## config.mk

```make
export PLATFORM = sky130hd
export DESIGN_NAME = servo_command_frame_parser_core
export DESIGN_NICKNAME = d
export VERILOG_FILES = /design/src/rtl/core/scp_pkg.sv /design/src/rtl/core/scp_frame_parser.sv /design/src/rtl/core/servo_command_frame_parser_core.sv
export SDC_FILE = /design/constraint.sdc
export NUM_CORES = 1
export LEC_CHECK = 0
export ABC_AREA = 0
export BUFFER_PORTS_ARGS = -buffer_cell sky130_fd_sc_hd__buf_4
export CAP_MARGIN = 25
export CORE_MARGIN = 1
export CORE_UTILIZATION = 61
export DETAILED_ROUTE_END_ITERATION = 6
export GPL_TIMING_DRIVEN = 0
export MAX_ROUTING_LAYER = met4
export PLACE_DENSITY_LB_ADDON = 0.25
export SYNTH_ARGS = -nofsm -noshare
export SYNTH_HDL_FRONTEND = slang
export SYNTH_SLANG_ARGS = --single-unit
```

## constraint.sdc

```tcl
create_clock -name clk_i -period 5.6 [get_ports clk_i]
set_input_delay 0 -clock clk_i [delete_from_list [all_inputs] [get_ports clk_i]]
set_output_delay 0 -clock clk_i [all_outputs]
set_load 0.1 [all_outputs]
```

## src/rtl/core/scp_pkg.sv

```systemverilog
// scp_pkg: shared types, constants and pulse arithmetic for the servo command parser
// no dependencies; imported by the parser, the top level and the checker
`default_nettype none

package scp_pkg;

  // frame characters
  localparam logic [7:0] StartChar = 8'h25;  // '%'
  localparam logic [7:0] SepChar   = 8'h24;  // '$'
  localparam logic [7:0] DigitZero = 8'h30;  // '0'
  localparam logic [7:0] DigitNine = 8'h39;  // '9'

  // frame geometry
  localparam int unsigned FrameLen = 9;
  localparam int unsigned PosW     = 4;
  localparam logic [PosW-1:0] PosLastX = PosW'(3);
  localparam logic [PosW-1:0] PosSep   = PosW'(4);
  localparam logic [PosW-1:0] PosLast  = PosW'(FrameLen - 1);

  // field and register widths
  localparam int unsigned ByteW  = 8;
  localparam int unsigned DegW   = 8;
  localparam int unsigned PulseW = 16;
  localparam int unsigned StepW  = 8;
  localparam int unsigned CfgIdxW  = 1;
  localparam int unsigned CfgDataW = 16;

  // register defaults
  localparam logic [PulseW-1:0] PulseBaseDefault = PulseW'(625);
  localparam logic [StepW-1:0]  PulseStepDefault = StepW'(3);

  typedef enum logic [CfgIdxW-1:0] {
    CFG_PULSE_BASE    = 1'b0,
    CFG_PULSE_PER_DEG = 1'b1
  } cfg_reg_e;

  // parse outcome of one accepted byte
  typedef struct packed {
    logic            done;
    logic [DegW-1:0] x_deg;
    logic [DegW-1:0] y_deg;
  } frame_t;

  // base + deg * step, clipped to full scale
  function automatic logic [PulseW-1:0] pulse_of(logic [PulseW-1:0] base,
                                                 logic [StepW-1:0]  step,
                                                 logic [DegW-1:0]   deg);
    logic [PulseW-1:0] prod;
    logic [PulseW:0]   sum;
    prod = PulseW'({8'd0, deg} * {8'd0, step});
    sum  = {1'b0, base} + {1'b0, prod};
    pulse_of = sum[PulseW] ? {PulseW{1'b1}} : sum[PulseW-1:0];
  endfunction

endpackage

`default_nettype wire

```

## src/rtl/core/scp_frame_parser.sv

```systemverilog
// scp_frame_parser: byte position tracking and decimal angle accumulation
// depends on scp_pkg
`default_nettype none

module scp_frame_parser
  import scp_pkg::*;
(
  input  wire logic             clk_i,
  input  wire logic             rst_ni,
  input  wire logic             accept_i,
  input  wire logic [ByteW-1:0] rx_byte_i,
  output frame_t                frame_o
);

  logic [PosW-1:0] pos_q, pos_d;
  logic [DegW-1:0] x_acc_q, x_acc_d, y_acc_q, y_acc_d;
  logic            x_run_q, x_run_d, y_run_q, y_run_d;
  logic            sep_ok_q, sep_ok_d;

  logic            hunting;
  logic            is_digit;
  logic [DegW-1:0] digit_val;
  logic            done;

  assign hunting   = (pos_q == '0) || (pos_q > PosLast);
  assign is_digit  = (rx_byte_i >= DigitZero) && (rx_byte_i <= DigitNine);
  assign digit_val = rx_byte_i - DigitZero;

  always_comb begin
    pos_d    = pos_q;
    x_acc_d  = x_acc_q;
    y_acc_d  = y_acc_q;
    x_run_d  = x_run_q;
    y_run_d  = y_run_q;
    sep_ok_d = sep_ok_q;
    done     = 1'b0;
    if (hunting) begin
      pos_d = '0;
      if (rx_byte_i == StartChar) begin
        pos_d    = PosW'(1);
        x_acc_d  = '0;
        y_acc_d  = '0;
        x_run_d  = 1'b1;
        y_run_d  = 1'b1;
        sep_ok_d = 1'b0;
      end
    end else begin
      if (pos_q <= PosLastX) begin
        if (x_run_q && is_digit) begin
          // acc * 10 as two shifts, kept modulo 256
          x_acc_d = (x_acc_q << 3) + (x_acc_q << 1) + digit_val;
        end else begin
          x_run_d = 1'b0;
        end
      end else if (pos_q == PosSep) begin
        sep_ok_d = (rx_byte_i == SepChar);
      end else begin
        if (y_run_q && is_digit) begin
          y_acc_d = (y_acc_q << 3) + (y_acc_q << 1) + digit_val;
        end else begin
          y_run_d = 1'b0;
        end
      end
      if (pos_q == PosLast) begin
        pos_d = '0;
        done  = sep_ok_q;
      end else begin
        pos_d = pos_q + PosW'(1);
      end
    end
  end

  assign frame_o.done  = done;
  assign frame_o.x_deg = x_acc_d;
  assign frame_o.y_deg = y_acc_d;

  always_ff @(posedge clk_i or negedge rst_ni) begin
    if (!rst_ni) begin
      pos_q    <= '0;
      x_acc_q  <= '0;
      y_acc_q  <= '0;
      x_run_q  <= 1'b0;
      y_run_q  <= 1'b0;
      sep_ok_q <= 1'b0;
    end else if (accept_i) begin
      pos_q    <= pos_d;
      x_acc_q  <= x_acc_d;
      y_acc_q  <= y_acc_d;
      x_run_q  <= x_run_d;
      y_run_q  <= y_run_d;
      sep_ok_q <= sep_ok_d;
    end
  end

endmodule

`default_nettype wire

```

## src/rtl/core/servo_command_frame_parser_core.sv

```systemverilog
// Servo command frame parser. Takes one received byte per transfer on the
// input channel and hunts for 9-byte frames "%ddd$dddd". The X angle is the
// value of the leading decimal digits in bytes 1 to 3, the Y angle that of
// bytes 5 to 8 (stopping at '#' or any non-digit); both are kept modulo 256.
// A frame whose byte 4 is not '$' is consumed and dropped. Each good frame
// yields one output transfer with both angles and the compare values
// pulse_base + angle * pulse_per_degree, clipped at 65535. Rate: one byte per
// clock while in_ready_o is high; the parser state updates in the cycle a byte is
// taken, the frame result is captured in a degree register with the last byte of
// its frame and is turned into pulses on the way into the output register.
// in_ready_o falls only while both the degree register and the output register
// hold results that the consumer has not taken.
// Configuration writes take effect at once and belong in idle periods.
// file depends on scp_pkg and scp_frame_parser
`default_nettype none

module servo_command_frame_parser_core
  import scp_pkg::*;
#(
  parameter logic [PulseW-1:0] PulseBaseReset = PulseBaseDefault,
  parameter logic [StepW-1:0]  PulseStepReset = PulseStepDefault
) (
  input  wire logic                clk_i,
  input  wire logic                rst_ni,
  // configuration write port
  input  wire logic                cfg_we_i,
  input  wire logic [CfgIdxW-1:0]  cfg_idx_i,
  input  wire logic [CfgDataW-1:0] cfg_wdata_i,
  // received bytes
  input  wire logic                in_valid_i,
  output      logic                in_ready_o,
  input  wire logic [ByteW-1:0]    rx_byte_i,
  // frame results
  output      logic                out_valid_o,
  input  wire logic                out_ready_i,
  output      logic [PulseW-1:0]   x_pulse_o,
  output      logic [PulseW-1:0]   y_pulse_o,
  output      logic [DegW-1:0]     x_degrees_o,
  output      logic [DegW-1:0]     y_degrees_o
);

  // configuration registers
  logic [PulseW-1:0] pulse_base_q;
  logic [StepW-1:0]  pulse_step_q;

  always_ff @(posedge clk_i or negedge rst_ni) begin
    if (!rst_ni) begin
      pulse_base_q <= PulseBaseReset;
      pulse_step_q <= PulseStepReset;
    end else if (cfg_we_i) begin
      case (cfg_reg_e'(cfg_idx_i))
        CFG_PULSE_BASE:    pulse_base_q <= cfg_wdata_i[PulseW-1:0];
        CFG_PULSE_PER_DEG: pulse_step_q <= cfg_wdata_i[StepW-1:0];
        default: ;
      endcase
    end
  end

  // handshake: the degree stage moves on when the output register is free
  // or being emptied in this cycle
  logic   in_xfer;
  logic   out_free;
  logic   deg_free;
  frame_t frame;

  logic            deg_valid_q;
  logic [DegW-1:0] deg_x_q, deg_y_q;
  logic            out_valid_q;

  assign out_free   = !out_valid_q || out_ready_i;
  assign deg_free   = !deg_valid_q || out_free;
  assign in_ready_o = deg_free;
  assign in_xfer    = in_valid_i && in_ready_o;

  scp_frame_parser u_parser (
    .clk_i     (clk_i),
    .rst_ni    (rst_ni),
    .accept_i  (in_xfer),
    .rx_byte_i (rx_byte_i),
    .frame_o   (frame)
  );

  // degree stage: holds the angles of a completed good frame
  always_ff @(posedge clk_i or negedge rst_ni) begin
    if (!rst_ni) begin
      deg_valid_q <= 1'b0;
    end else if (deg_free) begin
      deg_valid_q <= in_xfer && frame.done;
    end
  end

  always_ff @(posedge clk_i) begin
    if (deg_free && in_xfer && frame.done) begin
      deg_x_q <= frame.x_deg;
      deg_y_q <= frame.y_deg;
    end
  end

  // output stage: pulse arithmetic on the way in, one multiplier per axis
  logic [PulseW-1:0] x_pulse_q, y_pulse_q;
  logic [DegW-1:0]   x_deg_q, y_deg_q;

  always_ff @(posedge clk_i or negedge rst_ni) begin
    if (!rst_ni) begin
      out_valid_q <= 1'b0;
    end else if (out_free) begin
      out_valid_q <= deg_valid_q;
    end
  end

  always_ff @(posedge clk_i) begin
    if (out_free && deg_valid_q) begin
      x_pulse_q <= pulse_of(pulse_base_q, pulse_step_q, deg_x_q);
      y_pulse_q <= pulse_of(pulse_base_q, pulse_step_q, deg_y_q);
      x_deg_q   <= deg_x_q;
      y_deg_q   <= deg_y_q;
    end
  end

  assign out_valid_o = out_valid_q;
  assign x_pulse_o   = x_pulse_q;
  assign y_pulse_o   = y_pulse_q;
  assign x_degrees_o = x_deg_q;
  assign y_degrees_o = y_deg_q;

endmodule

`default_nettype wire

```

==> flow_summary_export.csv, run 1 <==
group,metric,value,unit
sta,fin_crit_sh,95.2,%
worst_setup_path,worst-path-buf-inv,6,
placement,dp.cells,1353,
floorplan,num_rows,47,
yosys,synth_ff_type,"edfxtp_1",
clock_network,cts_root_buf,"clkbuf_16",
drt,avgViaCountPerCell,5.59,
floorplan,start_util,62.7,%
worst_setup_path,critical_path_required,5.76,ns
sta,fmax,0.188,GHz
global_routing,gr-usage-all-layers,29.0,%
clock_network,cts_buffer_depth,2,
worst_setup_path,worstPathMaxFanout,10,
power_and_ir_drop,power_density,540,mW/mm^2
sta,slew_headroom,55.1,%
clock_network,cts_made_buffers,17,
floorplan,chipWidth,133,um
floorplan,ioPinCount,80,
drt,wirelength,22900,um
run,cap_violations,0,
sta,layout_min_cycle_time,5.33,ns
layout,drive_gt1_share,13.9,%
sta,hold_viol_final,0,
layout,area_growth,16.6,%
layout,nNetsFinal,1402,
yosys,netlist_area,0.0104,mm^2
power_and_ir_drop,power.leakage,5.91,nW
yosys,synthArstFlopShare,43.4,%
layout,fin_cells,1403,
worst_setup_path,max_stage_delay,0.62,ns
worst_setup_path,endpoint_kind,"register",
drt,drc,0,
yosys,synth_cell_types,63,
global_routing,grt_remaining_overflow,0,
global_routing,grt_pass1_wl,38500,um
worst_setup_path,arrival,5.49,ns
worst_setup_path,cp_slowest_cell,"dfstp_2",
layout,ff_latch_area,0.00316,mm^2
sta,worst_pin_slew,0.674,ns
sta,drv_slew,0,
sta,setup_viol,0,
global_routing,grt_pass1_vias,8046,
clock_network,cts.sink_count,113,
yosys,yosys_warnings,0,
layout,multiInputGateArea,0.00636,mm^2
floorplan,die_y,133,um
worst_setup_path,critPathKind,"reg -> reg",
drt,wl_per_cell,16.3,um
worst_setup_path,crit_family,"adder cells",
clock_network,cts_tree,"done",
power_and_ir_drop,ir_drop,0.344,mV
clock_network,path_clk_slew,0.06,ns
hold_path,hp-class,"in -> reg",
drt,firstDrtPassIters,4,
yosys,avgSynthCellArea,9.92,um^2
power_and_ir_drop,power.total,6.57,mW
worst_setup_path,cp_common_cell,"fa_1",
drt,drtAntennaViolNets,0,
yosys,synth_edf_count,64,
layout,antennaDiodeCount,0,
floorplan,dieArea,0.0176,mm^2
drt,drt_iter0_drc,570,
drt,dr_total_vias,7839,
clock_network,clkLatencyLatePin,0.42,ns
outcome,outcome,"completed",
placement,hpwl,17100,um
layout,nFillCells,1176,
yosys,synth_cells,1052,
yosys,synth_fp_nets,1284,
sta,fin_skew,0.00824,ns
worst_setup_path,startpoint_type,"register",
floorplan,core_area,0.0166,mm^2
clock_network,htreeDepth,4,
placement,place.gp.congestion,0.927,
placement,port_buffers,79,
yosys,ys_ff_latch,113,
worst_setup_path,crit_chain,"clkbuf_4 -> nand2_1 -> fa_1 -> inv_1 -> fa_1 -> inv_1 -> fa_1 -> fa_1 -> inv_1 -> ha_1 -> o21ai_0 -> o211ai_1 -> nand3_1 -> a21oi_1 -> or3_1 -> clkbuf_1 -> buf_2 -> nand3_1",
yosys,ys_seq_area_share,30.3,%
global_routing,antenna_found_initial,0,
global_routing,grt_max_degree,50,
[state kept, by name, indices dropped and copies added (netlist names)]
| name | cells |
|---|---|
| deg_valid_q | 1 |
| deg_x_q | 8 |
| deg_y_q | 8 |
| out_valid_o | 1 |
| pulse_base_q | 16 |
| pulse_step_q | 8 |
| u_parser.pos_q | 4 |
| u_parser.sep_ok_q | 1 |
| u_parser.x_acc_q | 8 |
| u_parser.x_run_q | 1 |
| u_parser.y_acc_q | 8 |
| u_parser.y_run_q | 1 |
| x_degrees_o | 8 |
| x_pulse_o | 16 |
| y_degrees_o | 8 |
| y_pulse_o | 16 |
[cells in the mapped netlist, types with 14 or more instances]
cell type	n	share of area (%)
a21oi_1	32	1.5
xnor2_1	25	2.1
nand2_1	109	3.9
dfrtp_1	42	10
and2_1	74	4.4
clkbuf_1	22	0.79
a22o_1	14	1.2
o21ai_0	48	2.3
fa_1	112	21
nand3_1	18	0.86
edfxtp_1	64	18
inv_1	212	7.6
or3_1	15	0.90
ha_1	90	11
nor2_1	32	1.2
[power by group]
group / internal [mW] / switching (mW) / total (mW)
Combinational: 1.87 / 2.32 / 4.18
Sequential: 1.16 / 0.113 / 1.27
Clock: 0.713 / 0.407 / 1.12
Total: 3.74 / 2.84 / 6.57
[area by class of cell]
cell class                      count  area share [%]
Inverter                          212            6.54
Timing Repair Buffer              101            6.76
Buffer                             26            1.07
Clock buffer                       22            4.34
Tap cell                          220            2.26
Clock inverter                     10           0.761
Sequential cell                   113            25.9
Multi-Input combinational cell    699            52.3
[per-stage QoR]
stage          TNS (ns)  area, um^2  util (%)  hold WS (ns)  setup slack, ns
2_1_floorplan         0       10400         -        -0.296            0.574
4_1_cts               0       12200      73.0        0.0791           0.0125
3_5_place_dp      -1.52       11300      68.1        0.0708           -0.171
3_3_place_gp     -0.721       11300      67.9        0.0661          -0.0949
5_1_grt         -0.0176       12200      73.1         0.107          -0.0130
6_report              0       12200      73.1         0.105            0.269
[worst register-to-register path: stages, from the launching register on]
cell and delay [ns]:
dfstp_2 0.62, clkbuf_4 0.26, nand2_1 0.09, fa_1 0.49, inv_1 0.05, fa_1 0.51, inv_1 0.06, fa_1 0.49
fa_1 0.49, inv_1 0.05, ha_1 0.31, o21ai_0 0.13, o211ai_1 0.34, nand3_1 0.18, a21oi_1 0.22, or3_1 0.15
clkbuf_1 0.26, buf_2 0.28, nand3_1 0.10
[path summary, 6_finish.rpt]
check                             startpoint             endpoint  cells past startpoint  slack (ns)
min in group asynchronous             rst_ni  u_parser.y_acc_q[5]                      2        0.14
min reg2reg                u_parser.sep_ok_q    u_parser.sep_ok_q                      1        0.50
max                          pulse_step_q[1]        y_pulse_o[13]                     18        0.27
min                             rx_byte_i[1]           deg_y_q[1]                      3        0.10
max reg2reg                  pulse_step_q[1]        y_pulse_o[13]                     18        0.27
max in group asynchronous             rst_ni      pulse_step_q[3]                      2        4.99
[routing by layer]
metal,up-vias,wire (um),part of all wire (%),track usage [%]
li1,3655,-,-,-
met1,3879,9180,40,35.4
met2,258,11900,52,49.3
met3,47,1240,5.4,3.45
met4,0,599,2.6,11.8
met5,-,0,0,-
[cells by family (layout without fill, tap and decap cells)]
group | count (synthesis) | after routing | synth area share, %
muxes | 15 | 15 | 1.60
xor gates and xnor gates | 37 | 37 | 3.11
AOI/OAI and AO/OA | 160 | 160 | 10.2
adders and majority gates | 202 | 202 | 32.3
and+or+nand+nor | 285 | 285 | 13.7
buffers and inverters | 240 | 371 | 8.82
DFF | 113 | 113 | 30.3
[placed cells by master (no fill, tap or decap), drive strengths merged, types with 3 or more instances in the layout]
master,count
a211oi,4
a21o,8
a21oi,33
a22o,14
a22oi,12
and2,75
and3,5
buf,88
clkbuf,42
clkinv,5
dfrtp,42
dfstp,7
dlygate4sd3,19
edfxtp,64
fa,112
ha,90
inv,214
mux2,13
nand2,109
nand2b,5
nand3,18
nand3b,6
nand4,3
nor2,32
nor2b,5
nor3,5
o211ai,6
o21a,3
o21ai,53
o21bai,4
o31ai,4
or3,15
xnor2,25
xor2,12
[timing repair]
item                                    CTS  global route
resized for setup                         4            14
buffers inserted                          0             1
hold buffers                             19             0
endpoints found under the hold margin    70             0
pin swaps                                 0             1
endpoints found under the setup margin   20            23
Power figures use the tool's default switching activity.
==> run 2: changes to the inputs <==
Clock period 5.6 ns to 6.8 ns, I/O delays scaled along.
==> run 2 against run 1 <==
Compared with the run above:
- clock-buffer cell count did not move
- clock power fell by 17%
- combinational power fell by 18%
- largest power group unchanged
- sequential power fell by 18%
- final cell count barely moved
- sequential share of layout area barely moved
- largest cell class unchanged
- critical endpoint is now y_pulse_o[4]
- routed wire length fell by 0.22%
- first-iteration DRC count fell by 2.6%
- via count did not move
==> flow_summary_export.csv, run 2 (synthesis gave the netlist of run 1 again) <==
group,metric,value,unit
outcome,outcome,"completed",
worst_setup_path,startpoint_type,"register",
drt,wirelength,22800,um
sta,rsz0062_at_grt,"false",
global_routing,grt_pass1_vias,8047,
clock_network,cts_made_buffers,17,
layout,nNetsFinal,1403,
worst_setup_path,critPathKind,"reg -> reg",
layout,final_common_cell,"inv_1",
power_and_ir_drop,ir_drop,0.285,mV
worst_setup_path,critical_path_required,6.96,ns
sta,drv_slew,0,
placement,pre_cts_ws,1.03,ns
floorplan,num_rows,47,
clock_network,cts_setup_buffers,0,
worst_setup_path,arrival,6.11,ns
power_and_ir_drop,power.leakage,5.88,nW
floorplan,dieArea,0.0176,mm^2
sta,setup_viol,0,
layout,area_growth,16.5,%
sta,fin_skew,0.00803,ns
worst_setup_path,cp_slowest_cell,"fa_1",
clock_network,htreeDepth,4,
worst_setup_path,max_stage_delay,0.54,ns
drt,drt_iter0_drc,555,
global_routing,grt_max_degree,50,
drt,firstDrtPassIters,5,
sta,fin_crit_sh,87.6,%
global_routing,grt_pass1_wl,38500,um
floorplan,chipWidth,133,um
placement,place.gp.congestion,0.927,
layout,drive_gt1_share,12.9,%
floorplan,ioPinCount,80,
clock_network,cts.sink_count,113,
layout,nFillCells,1175,
sta,tns,0,ns
power_and_ir_drop,power.total,5.39,mW
global_routing,gr-usage-all-layers,29.0,%
drt,drc,0,
clock_network,cts-resized-gates,0,
sta,worst_pin_slew,0.655,ns
clock_network,cts_tree,"done",
sta,hold_viol_final,0,
drt,avgViaCountPerCell,5.58,
clock_network,cts_buffer_depth,2,
floorplan,core_area,0.0166,mm^2
placement,port_buffers,79,
drt,dr_total_vias,7839,
sta,layout_min_cycle_time,5.96,ns
layout,final_cell_mix,"inv_1, fa_1, nand2_1, ha_1, buf_4",
sta,fin_ws,0.844,ns
run,cap_violations,0,
worst_setup_path,crit_chain,"clkbuf_1 -> clkbuf_1 -> nand2_1 -> fa_1 -> inv_1 -> fa_1 -> ha_1 -> inv_1 -> fa_1 -> inv_1 -> ha_1 -> a211oi_1 -> o211ai_1 -> nand3_1 -> a21oi_1 -> o21ai_1 -> clkbuf_1 -> nand3_1",
layout,antennaDiodeCount,0,
floorplan,die_y,133,um
global_routing,grt_remaining_overflow,0,
hold_path,hp-class,"in -> reg",
floorplan,start_util,62.7,%
clock_network,clkLatencyLatePin,0.43,ns
sta,slew_headroom,56.4,%
sta,fmax,0.168,GHz
global_routing,antenna_found_initial,0,
drt,wl_per_cell,16.3,um
power_and_ir_drop,power_density,444,mW/mm^2
worst_setup_path,endpoint_kind,"register",
placement,hpwl,17100,um
drt,drtAntennaViolNets,0,
clock_network,path_clk_slew,0.06,ns
worst_setup_path,worstPathMaxFanout,10,
clock_network,cts_root_buf,"clkbuf_16",
[run 2: worst paths after layout]
kind,start,end,slack [ns],cells after the start
setup reg to reg,pulse_step_q[0],y_pulse_o[4],0.84,18
hold / removal,rx_byte_i[1],deg_y_q[1],0.09,3
min in group asynchronous,rst_ni,u_parser.y_acc_q[2],0.14,2
hold reg to reg,u_parser.sep_ok_q,u_parser.sep_ok_q,0.50,1
setup / recovery,pulse_step_q[0],y_pulse_o[4],0.84,18
max in group asynchronous,rst_ni,pulse_step_q[3],6.21,2
[run 2: stage by stage]
stage | utilization [%] | cell area [um^2] | std cells | hold WS [ns]
2_1_floorplan | - | 10400 | 1052 | -0.296
3_3_place_gp | 67.9 | 11300 | 1351 | 0.0661
3_5_place_dp | 68.1 | 11300 | 1353 | 0.0708
4_1_cts | 73.0 | 12100 | 1404 | 0.0791
5_1_grt | 73.0 | 12100 | 1404 | 0.107
6_report | 73.0 | 12100 | 1404 | 0.0869
[run 2: final cells by class]
class / count / area (um^2) / share of cell area [%]
well taps: 220 / 275 / 2.27
plain buffers: 28 / 124 / 1.02
inverters: 212 / 796 / 6.55
flip-flops and latches: 113 / 3160 / 26.0
repair buffers: 100 / 815 / 6.71
clock inverters: 10 / 92.6 / 0.762
clock buffers: 22 / 528 / 4.35
multi-input cells: 699 / 6360 / 52.4
[run 2: timing repair]
action                     4_1_cts  5_1_grt
hold endpoints to repair        70        0
hold buffers                    19        0
setup endpoints to repair        0        0
[run 2: power breakdown]
part           switching [mW]  internal (mW)
Clock                   0.336          0.587
Sequential             0.0876          0.954
Combinational            1.91           1.52
Total                    2.33           3.06
[run 2: worst max-delay path, delay by kind of cell, from the launching register on]
kind	cells	cell delay (ns)
compound gates	4	1.18
buf+inv	6	1.42
flops	1	0.51
fa+ha+maj	5	2.11
simple gates	3	0.48
[run 2: routing by layer]
metal,GRT usage [%],vias up,wire length (um),share of wire [%]
met4,11.7,0,606,2.7
li1,-,3650,-,-
met3,3.41,50,1290,5.7
met5,-,-,0,0
met1,35.4,3870,9150,40
met2,49.2,269,11800,52
